`src/hw/rtl/fdc_pkg.sv`:
```
// ----------------------------------------------------------------------------
// fdc_pkg
// Shared widths, constants and request/response types for the divisor count
// of n factorial.
// ----------------------------------------------------------------------------
package fdc_pkg;

    // Width of n and of everything that never exceeds n
    localparam int N_W         = 8;
    // Largest n handled, larger inputs are clamped to it
    localparam int MAX_N       = 255;
    // Sieve flag store depth, one flag per possible n
    localparam int FLAG_DEPTH  = 2 ** N_W;
    // Sieve index and prime counters: one bit over n so they can step past it
    localparam int IDX_W       = N_W + 1;
    localparam int SQ_W        = 2 * IDX_W;
    // Running product and its (exponent + 1) factor
    localparam int PROD_W      = 64;
    localparam int FAC_W       = N_W;
    localparam int ACC_W       = PROD_W + FAC_W;
    // Step counters of the shared units
    localparam int DIV_CNT_W   = $clog2(N_W);
    localparam int MUL_CNT_W   = $clog2(FAC_W);
    // Stream payload widths
    localparam int IN_TDATA_W  = 8;
    localparam int OUT_TDATA_W = 72;

    // Divider request: start pulse with dividend and divisor
    typedef struct packed {
        logic           start;
        logic [N_W-1:0] dividend;
        logic [N_W-1:0] divisor;
    } t_div_req;

    // Divider response: busy flag, done pulse and quotient
    typedef struct packed {
        logic           busy;
        logic           done;
        logic [N_W-1:0] quotient;
    } t_div_rsp;

    // Multiplier request: start pulse with operands
    typedef struct packed {
        logic              start;
        logic [PROD_W-1:0] multiplicand;
        logic [FAC_W-1:0]  factor;
    } t_mul_req;

    // Multiplier response: busy flag, done pulse, low product word and overflow mark
    typedef struct packed {
        logic              busy;
        logic              done;
        logic              overflow;
        logic [PROD_W-1:0] product;
    } t_mul_rsp;

endpackage

```
`src/hw/rtl/fdc_divider.sv`:
```
// ----------------------------------------------------------------------------
// fdc_divider
// Restoring divider, one quotient bit per cycle.
// ----------------------------------------------------------------------------
module fdc_divider (
    input  logic              i_clk,
    input  logic              i_rst_n,
    input  fdc_pkg::t_div_req i_req,
    output fdc_pkg::t_div_rsp o_rsp
);

    logic [fdc_pkg::DIV_CNT_W-1:0] r_cnt;
    logic                          r_busy;
    logic                          r_done;
    logic [fdc_pkg::N_W-1:0]       r_rem;
    logic [fdc_pkg::N_W-1:0]       r_quo;
    logic [fdc_pkg::N_W-1:0]       r_dvs;

    logic [fdc_pkg::N_W:0]         w_trial;
    logic [fdc_pkg::N_W:0]         w_diff;
    logic                          w_ge;

    // Trial subtraction of the shifted remainder
    always_comb begin
        w_trial = {r_rem, r_quo[fdc_pkg::N_W-1]};
        w_diff  = w_trial - {1'b0, r_dvs};
        w_ge    = (w_trial >= {1'b0, r_dvs});
    end

    // Step sequencing
    always_ff @(posedge i_clk) begin
        if (!i_rst_n) begin
            r_busy <= 1'b0;
            r_done <= 1'b0;
            r_cnt  <= '0;
        end else begin
            r_done <= 1'b0;
            if (i_req.start) begin
                r_busy <= 1'b1;
                r_cnt  <= '0;
            end else if (r_busy) begin
                r_cnt <= r_cnt + 1'b1;
                if (r_cnt == fdc_pkg::DIV_CNT_W'(fdc_pkg::N_W - 1)) begin
                    r_busy <= 1'b0;
                    r_done <= 1'b1;
                end
            end
        end
    end

    // Remainder and quotient shift register
    always_ff @(posedge i_clk) begin
        if (i_req.start) begin
            r_rem <= '0;
            r_quo <= i_req.dividend;
            r_dvs <= i_req.divisor;
        end else if (r_busy) begin
            r_rem <= w_ge ? w_diff[fdc_pkg::N_W-1:0] : w_trial[fdc_pkg::N_W-1:0];
            r_quo <= {r_quo[fdc_pkg::N_W-2:0], w_ge};
        end
    end

    assign o_rsp.busy     = r_busy;
    assign o_rsp.done     = r_done;
    assign o_rsp.quotient = r_quo;

endmodule

```
`src/hw/rtl/fdc_multiplier.sv`:
```
// ----------------------------------------------------------------------------
// fdc_multiplier
// Shift-and-add multiplier, 64 by 8 bits, one factor bit per cycle, with
// overflow detection above 64 bits.
// ----------------------------------------------------------------------------
module fdc_multiplier (
    input  logic              i_clk,
    input  logic              i_rst_n,
    input  fdc_pkg::t_mul_req i_req,
    output fdc_pkg::t_mul_rsp o_rsp
);

    logic [fdc_pkg::MUL_CNT_W-1:0] r_cnt;
    logic                          r_busy;
    logic                          r_done;
    logic [fdc_pkg::PROD_W-1:0]    r_mcand;
    logic [fdc_pkg::FAC_W-1:0]     r_fac;
    logic [fdc_pkg::ACC_W-1:0]     r_acc;

    logic [fdc_pkg::ACC_W-1:0]     w_addend;
    logic [fdc_pkg::ACC_W-1:0]     w_sum;

    // Accumulate, factor taken MSB first
    always_comb begin
        w_addend = r_fac[fdc_pkg::FAC_W-1] ?
                   {{fdc_pkg::FAC_W{1'b0}}, r_mcand} : '0;
        w_sum    = {r_acc[fdc_pkg::ACC_W-2:0], 1'b0} + w_addend;
    end

    // Step sequencing
    always_ff @(posedge i_clk) begin
        if (!i_rst_n) begin
            r_busy <= 1'b0;
            r_done <= 1'b0;
            r_cnt  <= '0;
        end else begin
            r_done <= 1'b0;
            if (i_req.start) begin
                r_busy <= 1'b1;
                r_cnt  <= '0;
            end else if (r_busy) begin
                r_cnt <= r_cnt + 1'b1;
                if (r_cnt == fdc_pkg::MUL_CNT_W'(fdc_pkg::FAC_W - 1)) begin
                    r_busy <= 1'b0;
                    r_done <= 1'b1;
                end
            end
        end
    end

    // Operand and accumulator registers
    always_ff @(posedge i_clk) begin
        if (i_req.start) begin
            r_mcand <= i_req.multiplicand;
            r_fac   <= i_req.factor;
            r_acc   <= '0;
        end else if (r_busy) begin
            r_fac <= {r_fac[fdc_pkg::FAC_W-2:0], 1'b0};
            r_acc <= w_sum;
        end
    end

    assign o_rsp.busy     = r_busy;
    assign o_rsp.done     = r_done;
    assign o_rsp.overflow = |r_acc[fdc_pkg::ACC_W-1:fdc_pkg::PROD_W];
    assign o_rsp.product  = r_acc[fdc_pkg::PROD_W-1:0];

endmodule

```
`src/hw/rtl/factorial_divisor_count_top.sv`:
```
// Work per request: clearing the flags of 0..n, marking the multiples of each prime up
// to sqrt(n), a read and a check per candidate, then for each prime one division per
// quotient and, while unsaturated, one multiply; 1 result per request.
// Throughput: one request at a time; the next is taken once the result is registered.
// Reset: synchronous, active low; clears the sequencer, output valid and unit step control only.
// ----------------------------------------------------------------------------
// factorial_divisor_count_top
// Counts the divisors of n factorial: sieve of Eratosthenes into a flag
// memory, Legendre exponents through a shared divider, and the product of
// (exponent + 1) through a shared multiplier, saturating at 64 bits.
// ----------------------------------------------------------------------------
module factorial_divisor_count_top (
    input  logic                               i_clk,
    input  logic                               i_rst_n,
    // Request side
    input  logic                               i_s_tvalid,
    output logic                               o_s_tready,
    input  logic [fdc_pkg::IN_TDATA_W-1:0]     i_s_tdata,  // [7:0] n_value
    // Result side
    output logic                               o_m_tvalid,
    input  logic                               i_m_tready,
    output logic [fdc_pkg::OUT_TDATA_W-1:0]    o_m_tdata   // [63:0] divisor_count,
                                                           // [64] overflowed, [71:65] zero
);

    typedef enum logic [9:0] {
        S_IDLE      = 10'b00_0000_0001,
        S_CLEAR     = 10'b00_0000_0010,
        S_SIEVE_RD  = 10'b00_0000_0100,
        S_SIEVE_CHK = 10'b00_0000_1000,
        S_MARK      = 10'b00_0001_0000,
        S_SCAN_RD   = 10'b00_0010_0000,
        S_SCAN_CHK  = 10'b00_0100_0000,
        S_DIV_WAIT  = 10'b00_1000_0000,
        S_MUL_WAIT  = 10'b01_0000_0000,
        S_DONE      = 10'b10_0000_0000
    } t_state;

    t_state                      r_state, n_state;
    logic [fdc_pkg::N_W-1:0]     r_n, n_n;
    logic [fdc_pkg::IDX_W-1:0]   r_idx, n_idx;
    logic [fdc_pkg::IDX_W-1:0]   r_p, n_p;
    logic [fdc_pkg::N_W-1:0]     r_e, n_e;
    logic [fdc_pkg::PROD_W-1:0]  r_prod, n_prod;
    logic                        r_sat, n_sat;
    logic                        r_out_valid, n_out_valid;
    logic [fdc_pkg::PROD_W-1:0]  r_out_count, n_out_count;
    logic                        r_out_ovf, n_out_ovf;

    // Sieve flag memory
    logic                        flag_mem [0:fdc_pkg::FLAG_DEPTH-1];
    logic                        w_wr_en;
    logic [fdc_pkg::N_W-1:0]     w_wr_addr;
    logic                        w_wr_data;
    logic                        w_rd_en;
    logic [fdc_pkg::N_W-1:0]     w_rd_addr;
    logic                        r_rd_data;

    logic [fdc_pkg::SQ_W-1:0]    w_p_sq;
    logic [fdc_pkg::N_W-1:0]     w_n_in;

    fdc_pkg::t_div_req           div_req;
    fdc_pkg::t_div_rsp           div_rsp;
    fdc_pkg::t_mul_req           mul_req;
    fdc_pkg::t_mul_rsp           mul_rsp;

    // Shared arithmetic units
    fdc_divider u_div (
        .i_clk   (i_clk),
        .i_rst_n (i_rst_n),
        .i_req   (div_req),
        .o_rsp   (div_rsp)
    );

    fdc_multiplier u_mul (
        .i_clk   (i_clk),
        .i_rst_n (i_rst_n),
        .i_req   (mul_req),
        .o_rsp   (mul_rsp)
    );

    // Flag memory, registered read
    always_ff @(posedge i_clk) begin
        if (w_wr_en) begin
            flag_mem[w_wr_addr] <= w_wr_data;
        end
        if (w_rd_en) begin
            r_rd_data <= flag_mem[w_rd_addr];
        end
    end

    // Clamp n and square the sieve prime
    always_comb begin
        w_n_in = (32'(i_s_tdata) > fdc_pkg::MAX_N) ?
                 fdc_pkg::N_W'(fdc_pkg::MAX_N) : i_s_tdata[fdc_pkg::N_W-1:0];
        w_p_sq = r_p * r_p;
    end

    // Sequencer
    always_comb begin
        n_state     = r_state;
        n_n         = r_n;
        n_idx       = r_idx;
        n_p         = r_p;
        n_e         = r_e;
        n_prod      = r_prod;
        n_sat       = r_sat;
        n_out_valid = r_out_valid;
        n_out_count = r_out_count;
        n_out_ovf   = r_out_ovf;

        w_wr_en     = 1'b0;
        w_wr_addr   = r_idx[fdc_pkg::N_W-1:0];
        w_wr_data   = 1'b0;
        w_rd_en     = 1'b0;
        w_rd_addr   = r_p[fdc_pkg::N_W-1:0];

        div_req.start        = 1'b0;
        div_req.dividend     = r_n;
        div_req.divisor      = r_p[fdc_pkg::N_W-1:0];
        mul_req.start        = 1'b0;
        mul_req.multiplicand = r_prod;
        mul_req.factor       = r_e + 1'b1;

        // Result taken downstream
        if (r_out_valid && i_m_tready) begin
            n_out_valid = 1'b0;
        end

        case (r_state)
            S_IDLE: begin
                if (i_s_tvalid) begin
                    n_n     = w_n_in;
                    n_idx   = '0;
                    n_prod  = fdc_pkg::PROD_W'(1);
                    n_sat   = 1'b0;
                    n_state = S_CLEAR;
                end
            end
            // Flags 0..n: set from 2 up
            S_CLEAR: begin
                w_wr_en   = 1'b1;
                w_wr_data = (r_idx >= fdc_pkg::IDX_W'(2));
                if (r_idx == {1'b0, r_n}) begin
                    n_p     = fdc_pkg::IDX_W'(2);
                    n_state = S_SIEVE_RD;
                end else begin
                    n_idx = r_idx + 1'b1;
                end
            end
            S_SIEVE_RD: begin
                if (w_p_sq > fdc_pkg::SQ_W'(r_n)) begin
                    n_p     = fdc_pkg::IDX_W'(2);
                    n_state = S_SCAN_RD;
                end else begin
                    w_rd_en = 1'b1;
                    n_state = S_SIEVE_CHK;
                end
            end
            S_SIEVE_CHK: begin
                if (r_rd_data) begin
                    n_idx   = {r_p[fdc_pkg::IDX_W-2:0], 1'b0};
                    n_state = S_MARK;
                end else begin
                    n_p     = r_p + 1'b1;
                    n_state = S_SIEVE_RD;
                end
            end
            // Clear multiples of p from 2p up to n
            S_MARK: begin
                if (r_idx > {1'b0, r_n}) begin
                    n_p     = r_p + 1'b1;
                    n_state = S_SIEVE_RD;
                end else begin
                    w_wr_en = 1'b1;
                    n_idx   = r_idx + r_p;
                end
            end
            S_SCAN_RD: begin
                if (r_p > {1'b0, r_n}) begin
                    n_state = S_DONE;
                end else begin
                    w_rd_en = 1'b1;
                    n_state = S_SCAN_CHK;
                end
            end
            // Prime found: first quotient n / p; otherwise on to the next candidate
            S_SCAN_CHK: begin
                if (r_rd_data) begin
                    n_e           = '0;
                    div_req.start = 1'b1;
                    n_state       = S_DIV_WAIT;
                end else begin
                    n_p     = r_p + 1'b1;
                    n_state = S_SCAN_RD;
                end
            end
            // Legendre sum: keep dividing the quotient by p until zero, then multiply unless saturated
            S_DIV_WAIT: begin
                if (div_rsp.done) begin
                    if (div_rsp.quotient == '0) begin
                        if (r_sat) begin
                            n_p     = r_p + 1'b1;
                            n_state = S_SCAN_RD;
                        end else begin
                            mul_req.start = 1'b1;
                            n_state       = S_MUL_WAIT;
                        end
                    end else begin
                        n_e              = r_e + div_rsp.quotient;
                        div_req.start    = 1'b1;
                        div_req.dividend = div_rsp.quotient;
                    end
                end
            end
            // Fold (e + 1) into the product, saturate on overflow
            S_MUL_WAIT: begin
                if (mul_rsp.done) begin
                    if (mul_rsp.overflow) begin
                        n_prod = '1;
                        n_sat  = 1'b1;
                    end else begin
                        n_prod = mul_rsp.product;
                    end
                    n_p     = r_p + 1'b1;
                    n_state = S_SCAN_RD;
                end
            end
            S_DONE: begin
                if (!r_out_valid || i_m_tready) begin
                    n_out_valid = 1'b1;
                    n_out_count = r_prod;
                    n_out_ovf   = r_sat;
                    n_state     = S_IDLE;
                end
            end
            default: begin
                n_state = S_IDLE;
            end
        endcase
    end

    // Control registers
    always_ff @(posedge i_clk) begin
        if (!i_rst_n) begin
            r_state     <= S_IDLE;
            r_out_valid <= 1'b0;
        end else begin
            r_state     <= n_state;
            r_out_valid <= n_out_valid;
        end
    end

    // Working and result registers
    always_ff @(posedge i_clk) begin
        r_n         <= n_n;
        r_idx       <= n_idx;
        r_p         <= n_p;
        r_e         <= n_e;
        r_prod      <= n_prod;
        r_sat       <= n_sat;
        r_out_count <= n_out_count;
        r_out_ovf   <= n_out_ovf;
    end

    assign o_s_tready = (r_state == S_IDLE);
    assign o_m_tvalid = r_out_valid;
    assign o_m_tdata  = {{(fdc_pkg::OUT_TDATA_W - fdc_pkg::PROD_W - 1){1'b0}},
                         r_out_ovf, r_out_count};

`ifndef SYNTHESIS
    // Divider and multiplier are never in use together
    a_units_exclusive: assert property (@(posedge i_clk) disable iff (!i_rst_n)
        !(div_rsp.busy && mul_rsp.busy))
        else $error("divider and multiplier busy together");

    // An accepted request always starts the flag clearing pass
    a_accept_clears: assert property (@(posedge i_clk) disable iff (!i_rst_n)
        (i_s_tvalid && o_s_tready) |=> (r_state == S_CLEAR))
        else $error("request accepted without starting the clear pass");

    // A saturated result carries an all-ones count
    a_sat_all_ones: assert property (@(posedge i_clk) disable iff (!i_rst_n)
        (o_m_tvalid && o_m_tdata[fdc_pkg::PROD_W]) |-> (&o_m_tdata[fdc_pkg::PROD_W-1:0]))
        else $error("overflow flagged without saturated count");
`endif

endmodule

```
`config.mk`:
```
export PLATFORM = sky130hd
export DESIGN_NAME = factorial_divisor_count_top
export DESIGN_NICKNAME = d
export VERILOG_FILES = /design/src/hw/rtl/fdc_pkg.sv /design/src/hw/rtl/fdc_divider.sv /design/src/hw/rtl/fdc_multiplier.sv /design/src/hw/rtl/factorial_divisor_count_top.sv
export SDC_FILE = /design/constraint.sdc
export NUM_CORES = 1
export LEC_CHECK = 0
export CORE_AREA = 2 2 254 256
export DETAILED_ROUTE_END_ITERATION = 8
export DIE_AREA = 0 0 256 258
export DONT_BUFFER_PORTS = 1
export PLACE_DENSITY = 0.67
export SYNTH_ARGS = -nofsm -noshare
export SYNTH_HDL_FRONTEND = slang
export SYNTH_HIERARCHICAL = 1
export SYNTH_SLANG_ARGS = --single-unit
```
`constraint.sdc`:
```
create_clock -name i_clk -period 31.8 [get_ports i_clk]
set_input_delay 3.18 -clock i_clk [delete_from_list [all_inputs] [get_ports i_clk]]
set_output_delay 3.18 -clock i_clk [all_outputs]
set_load 0.1 [all_outputs]
```
======== Word-level counts from Yosys, hierarchy flattened ========
Memories as Yosys holds them, arrays and structs flattened. A register that Yosys moved wholly into a read port is not among the register bits.
Cells that the tools add are included.
storage, ports and cells
  register bits ........................... 353
  bits in latches ......................... 0
  bits in writable memories ............... 256
  ROM bits ................................ 0
  input port bits ......................... 12
  output and inout bits ................... 74
  word-level logic and storage cells ...... 169
  memories kept ........................... 1
cells by class
  add/subtract/negate cells ............... 9
  multipliers ............................. 1
  divide/modulo/power cells ............... 0
  $lt $le $gt $ge ......................... 5
  eq/ne operators ......................... 30
  shift-type cells ........................ 0
  multiplexer cells ....................... 73
  bitwise operators ....................... 3
  reduce and logical (&&, ||, !) cells .... 25
memories
  memory    depth  bits a word  rd ports  clocked after memory_dff  wr ports  line                               RTL
  flag_mem  256    1            1         1                         1         factorial_divisor_count_top.sv:51  logic flag_mem [0:fdc_pkg::FLAG_DEPTH-1];
operators with widths
  operator                count
  $mux W64                4
  $mux W9                 15
  $pmux W64 S2            1
  $pmux W10 S10           1
  $mux W10                8
  $mux W8                 10
  $add A72 B72 Y72        1
  $pmux W9 S6             1
  $pmux W9 S4             1
  $ne A2 B2 Y1 const B    14
  $mux W1                 25
  $add A9 B1 Y9 const B   2
  $gt A18 B8 Y1           1
  $gt A9 B8 Y1            2
  $mul A9 B9 Y18          1
  $pmux W8 S2             1
  $eq A10 B1 Y1 const B   1
  $eq A10 B10 Y1 const B  1
  $eq A10 B2 Y1 const B   1
  $eq A10 B3 Y1 const B   1
  $eq A10 B4 Y1 const B   1
  $eq A10 B5 Y1 const B   1
  $eq A10 B6 Y1 const B   1
  $eq A10 B7 Y1 const B   1
  33 further kinds        50

======== Logic depth before layout (Yosys ltp) ========
  depth in word-level cells ............... 6
  gate-level depth with buffers ........... 27
  gate-level depth less buffers ........... 24

======== Cells and area by module ========
The synthesis kept the hierarchy.
by module, submodules not included
  module                       times used  cells an instance  area an instance (um^2)  seq. area each (um^2)
  factorial_divisor_count_top  1           1685               21135.3                  12862.3
  fdc_multiplier               1           1098               9854.5                   3703.6
  fdc_divider                  1           159                1641.6                   740.7

======== Least setup slack after synthesis ========
Ideal clock, no wire load.
  kind .................................... flip-flop to flip-flop
  from .................................... register r_idx[6] (netlist name)
  to ...................................... memory flag_mem[0], data pin
  arrival time ............................ 8302 ps
  required time ........................... 30071 ps
  setup slack ............................. 21769 ps
  cell stages (with the launch flop) ...... 3
  buffers on the path ..................... 0
  cells stage by stage .................... edfxtp_1 > nor2_1 > a31oi_1
on the way
  word-level cells in the longest chain between the ends .. 2
RTL lines
  element                 line                                RTL
  start, declared         factorial_divisor_count_top.sv:41   logic [fdc_pkg::IDX_W-1:0] r_idx, n_idx;
  start signal, assigned  factorial_divisor_count_top.sv:257  r_idx <= n_idx;
  $ge A9 B2 Y1            factorial_divisor_count_top.sv:143  w_wr_data = (r_idx >= fdc_pkg::IDX_W'(2));
  $mux W1                 factorial_divisor_count_top.sv:130  case (r_state)
  net w_wr_data           factorial_divisor_count_top.sv:54   logic w_wr_data;
  end, declared           factorial_divisor_count_top.sv:51
The timed path passes the listed nets, and every way through them passes these cells.

======== Worst setup path in the final report ========
  from .................................... register r_p[1] (netlist name)
  to ...................................... register r_p[5] (netlist name) (enable)
on the way
  word-level cells in the longest chain between the ends .. 4
RTL lines
  element                      line                                RTL
  start, declared              factorial_divisor_count_top.sv:42   logic [fdc_pkg::IDX_W-1:0] r_p, n_p;
  start signal, assigned       factorial_divisor_count_top.sv:258  r_p <= n_p;
  $mul A9 B9 Y18               factorial_divisor_count_top.sv:96   w_p_sq = r_p * r_p;
  $gt A18 B8 Y1                factorial_divisor_count_top.sv:152  if (w_p_sq > fdc_pkg::SQ_W'(r_n)) begin
  $ne A2 B2 Y1 (no line)       n/a
  $reduce_and A9 Y1 (no line)  n/a
No other way between the ends.
A chain may end at the register's enable or synchronous reset.

==> results <==
- The worst-case IR drop observed on VDD is 0.0429 mV.
- The length of the first detailed-routing pass in iterations is 5.
- The number of maximum-capacitance violations is 0.
- The shortest clock period the worst path allows after layout is 7.34 ns.
- The post-route setup TNS is 0 ns.
- The post-CTS setup buffer count is 0.
- The final antenna diode count is 0.
- Data on the critical path arrives at its endpoint at 7.55 ns.
- The starting utilization of the core area is 51.2%.
- The number of antenna violations at the first check in global routing came to 0.
- The count of buffers added on input and output ports is 0.
- The core utilization of the finished layout is 55.0%.
- Of all nets on the critical path, the largest fanout is 47.
- At the placement stage, the worst setup path has a slack of 24.38 ns.
- The mapped netlist covers 32600 sq um.
- The final-stage net count is 3022.
- The clock buffer count from CTS is 67.
- After filler insertion, the fill cell instance count of the layout stands at 5453.
- The detailed-route vias per instance is 5.86.
- After clock tree synthesis, the repair step resized 0 gates.
- The maximum number of pins on one net before global-route repair is 257.
- The min-delay analysis places its worst path in the category reg2reg.
- The clock-pin slew of the registers on the worst-case setup and hold paths is 0.06 ns.
- Clock latency on the worst-skew pair, taken at its later pin, is 0.60 ns.
- The global-route usage over all layers is 22.7%.
- The average wire per standard cell is 20.4 um.
- The number of nets still failing antenna checks after routing is 0.
- The via total after detailed routing is 21900.
- The H-tree generated during clock tree synthesis spans 3 levels.
- The type of the worst setup path is reg2reg.
- For this design the ratio of total power to cell area is 54.6 nW/um^2.
- The count of cells in the finished layout, fillers not included, comes to 3732.
- The CTS tree is yes.
- The master cell of the clock root buffer is clkbuf_16.
- The hold violation total from the final report is 0.
- The post-route clock skew is 0.0267 ns.
- Of the cells placed in the final design, the portion with a size suffix greater than 1 is 7.65%.
- The number of instances in the synthesized netlist is 2940.
- Setup repair after global routing left no endpoint under its margin.
- The flow ran to the end, and the final reports show no timing, DRC or antenna violations.
- The total area inside the core boundary comes to 63600 sq um.
- The routed design has 76000 um of wire.
- Detailed placement ended at an HPWL of 50100 um.
- From synthesis to final layout, the design area changed by 7.32%.
- The total overflow left after global routing is 0.
- The detailed router's first-iteration violation count is 1808.
- Of the available clock period, the critical path in the final layout requires 23.1%.
- The full die area is 66000 sq um.
- In this run the deepest clock path goes through 3 buffers.
- For flop-to-flop paths, the worst setup slack is 24.46 ns.
- The data required time at the worst endpoint is 32.01 ns.
- The via count of the first global-routing pass is 21400.
- For this run, design rule violations remaining after detail routing come to 0.
- After floorplanning, the core was divided into 93 placement rows.
- The critical path capture point type is a flip-flop.
- In the post-route analysis, the smallest setup slack over all paths is 24.46 ns.
- The post-route worst hold slack is 0.441 ns.
- Dividing the synthesized area by the synthesized cell count gives 11.1 sq um.
- For this design, the sink count on the clock tree is 610.
- The global placement routability congestion is 0.896.
- The count of pins over their slew limit is 0.
- The cell total after placement is 3608.
- The number of hold buffers added after cts is 0.
- The y dimension of the die is 258 um.
- Yosys printed 6 warnings.
- Pin placement for this block handled 86 I/O pins.
- The leakage power of the design is 13.1 nW.
- The first global-routing pass estimated 119000 um of wire.
- The worst-case headroom to the max-slew limit is 16.7%.
- The final-report setup violation count is 0.
- The floorplan step set the die width to 256 um.
- Static timing analysis puts the maximum clock frequency at 136 MHz.
- STA classifies the critical path startpoint as a flip-flop.
- The slew of the pin with the lowest slew margin is 1.25 ns.
-- routing by layer --
| metal | global-route usage [%] | vias up | routed length, um | share of wire (%) |
|---|---|---|---|---|
| met5 | 0 | - | 0 | 0 |
| met1 | 30.2 | 10800 | 32700 | 43 |
| met3 | 3.56 | 132 | 4440 | 5.8 |
| li1 | - | 10200 | - | - |
| met2 | 37.9 | 690 | 36700 | 48 |
| met4 | 8.15 | 0 | 2160 | 2.8 |
-- report_power, final --
group	leakage (nW)	switching, mW	internal (mW)
clock network	1.07	0.318	0.462
registers	5.69	0.0168	0.886
logic	6.33	0.151	0.0795
-- cell usage in the layout (no fill, tap or decap), types with 16 or more instances in the layout --
cell type,count
o21ai_0,91
mux2i_1,78
nor2b_1,20
clkbuf_16,69
edfxtp_1,509
dfxtp_1,100
o211ai_1,18
fa_1,39
nand2_1,163
nand4_1,31
inv_1,140
buf_4,23
nand3_1,53
o21bai_1,26
clkbuf_1,17
a21oi_1,141
o221ai_1,16
xor2_1,37
xnor2_1,64
and2_1,89
nand2b_1,24
nor3_1,31
a22o_1,19
mux4_2,49
ha_1,149
a21o_1,37
nor2_1,550
-- final cells by class --
| class | count | area (sq um) | share of cell area [%] |
|---|---|---|---|
| clock buffers | 88 | 1820 | 5.19 |
| clock inverters | 36 | 380 | 1.09 |
| inverters | 143 | 537 | 1.53 |
| multi-input cells | 1976 | 13700 | 39.1 |
| flip-flops and latches | 610 | 17300 | 49.4 |
| well taps | 855 | 1070 | 3.06 |
| repair buffers | 24 | 193 | 0.550 |
-- flip-flops by register name (all words and copies together) (netlist names), 3 cells and up --
name           cells
r_p                9
flag_mem         256
u_mul/r_mcand     64
u_div/r_dvs        8
r_idx              9
u_mul/r_acc       72
u_div/r_quo        8
u_div/r_rem        8
r_out_count       64
u_mul/r_cnt        3
r_prod            64
r_n                8
u_mul/r_fac        8
r_e                8
r_state           10
u_div/r_cnt        3
-- critical path, stage by stage, from the launching register on --
cell      delay [ns]
edfxtp_1        0.92
buf_4           0.70
and2_1          0.26
ha_1            0.29
xor2_1          0.20
fa_1            0.53
inv_1           0.05
fa_1            0.53
inv_1           0.06
fa_1            0.52
inv_1           0.04
ha_1            0.36
a21o_1          0.23
a31oi_1         0.21
a21oi_1         0.17
o311ai_0        0.48
nand3_1         0.12
o311ai_0        0.18
nor3b_2         0.13
nor4_2          0.94
-- stage by stage --
| stage | instance area (sq um) | power, mW |
|---|---|---|
| 2_1_floorplan | 32600 | 1.09 |
| 3_3_place_gp | 32800 | 1.14 |
| 3_5_place_dp | 32800 | 1.15 |
| 4_1_cts | 35000 | 1.93 |
| 5_1_grt | 35000 | 1.99 |
| 6_report | 35000 | 1.91 |
-- path summary, 6_finish.rpt --
kind,from,endpoint,depth (start not counted)
max,r_p[1]$_SDFFCE_PN1P_,r_p[5]$_SDFFCE_PN0P_,19
min,r_prod[53]$_SDFFCE_PN0P_,u_mul/r_mcand[53]$_DFFE_PP_,0
max reg2reg,r_p[1]$_SDFFCE_PN1P_,r_p[5]$_SDFFCE_PN0P_,19
min reg2reg,r_prod[53]$_SDFFCE_PN0P_,u_mul/r_mcand[53]$_DFFE_PP_,0
No activity file was read; power rests on OpenSTA's default activity.
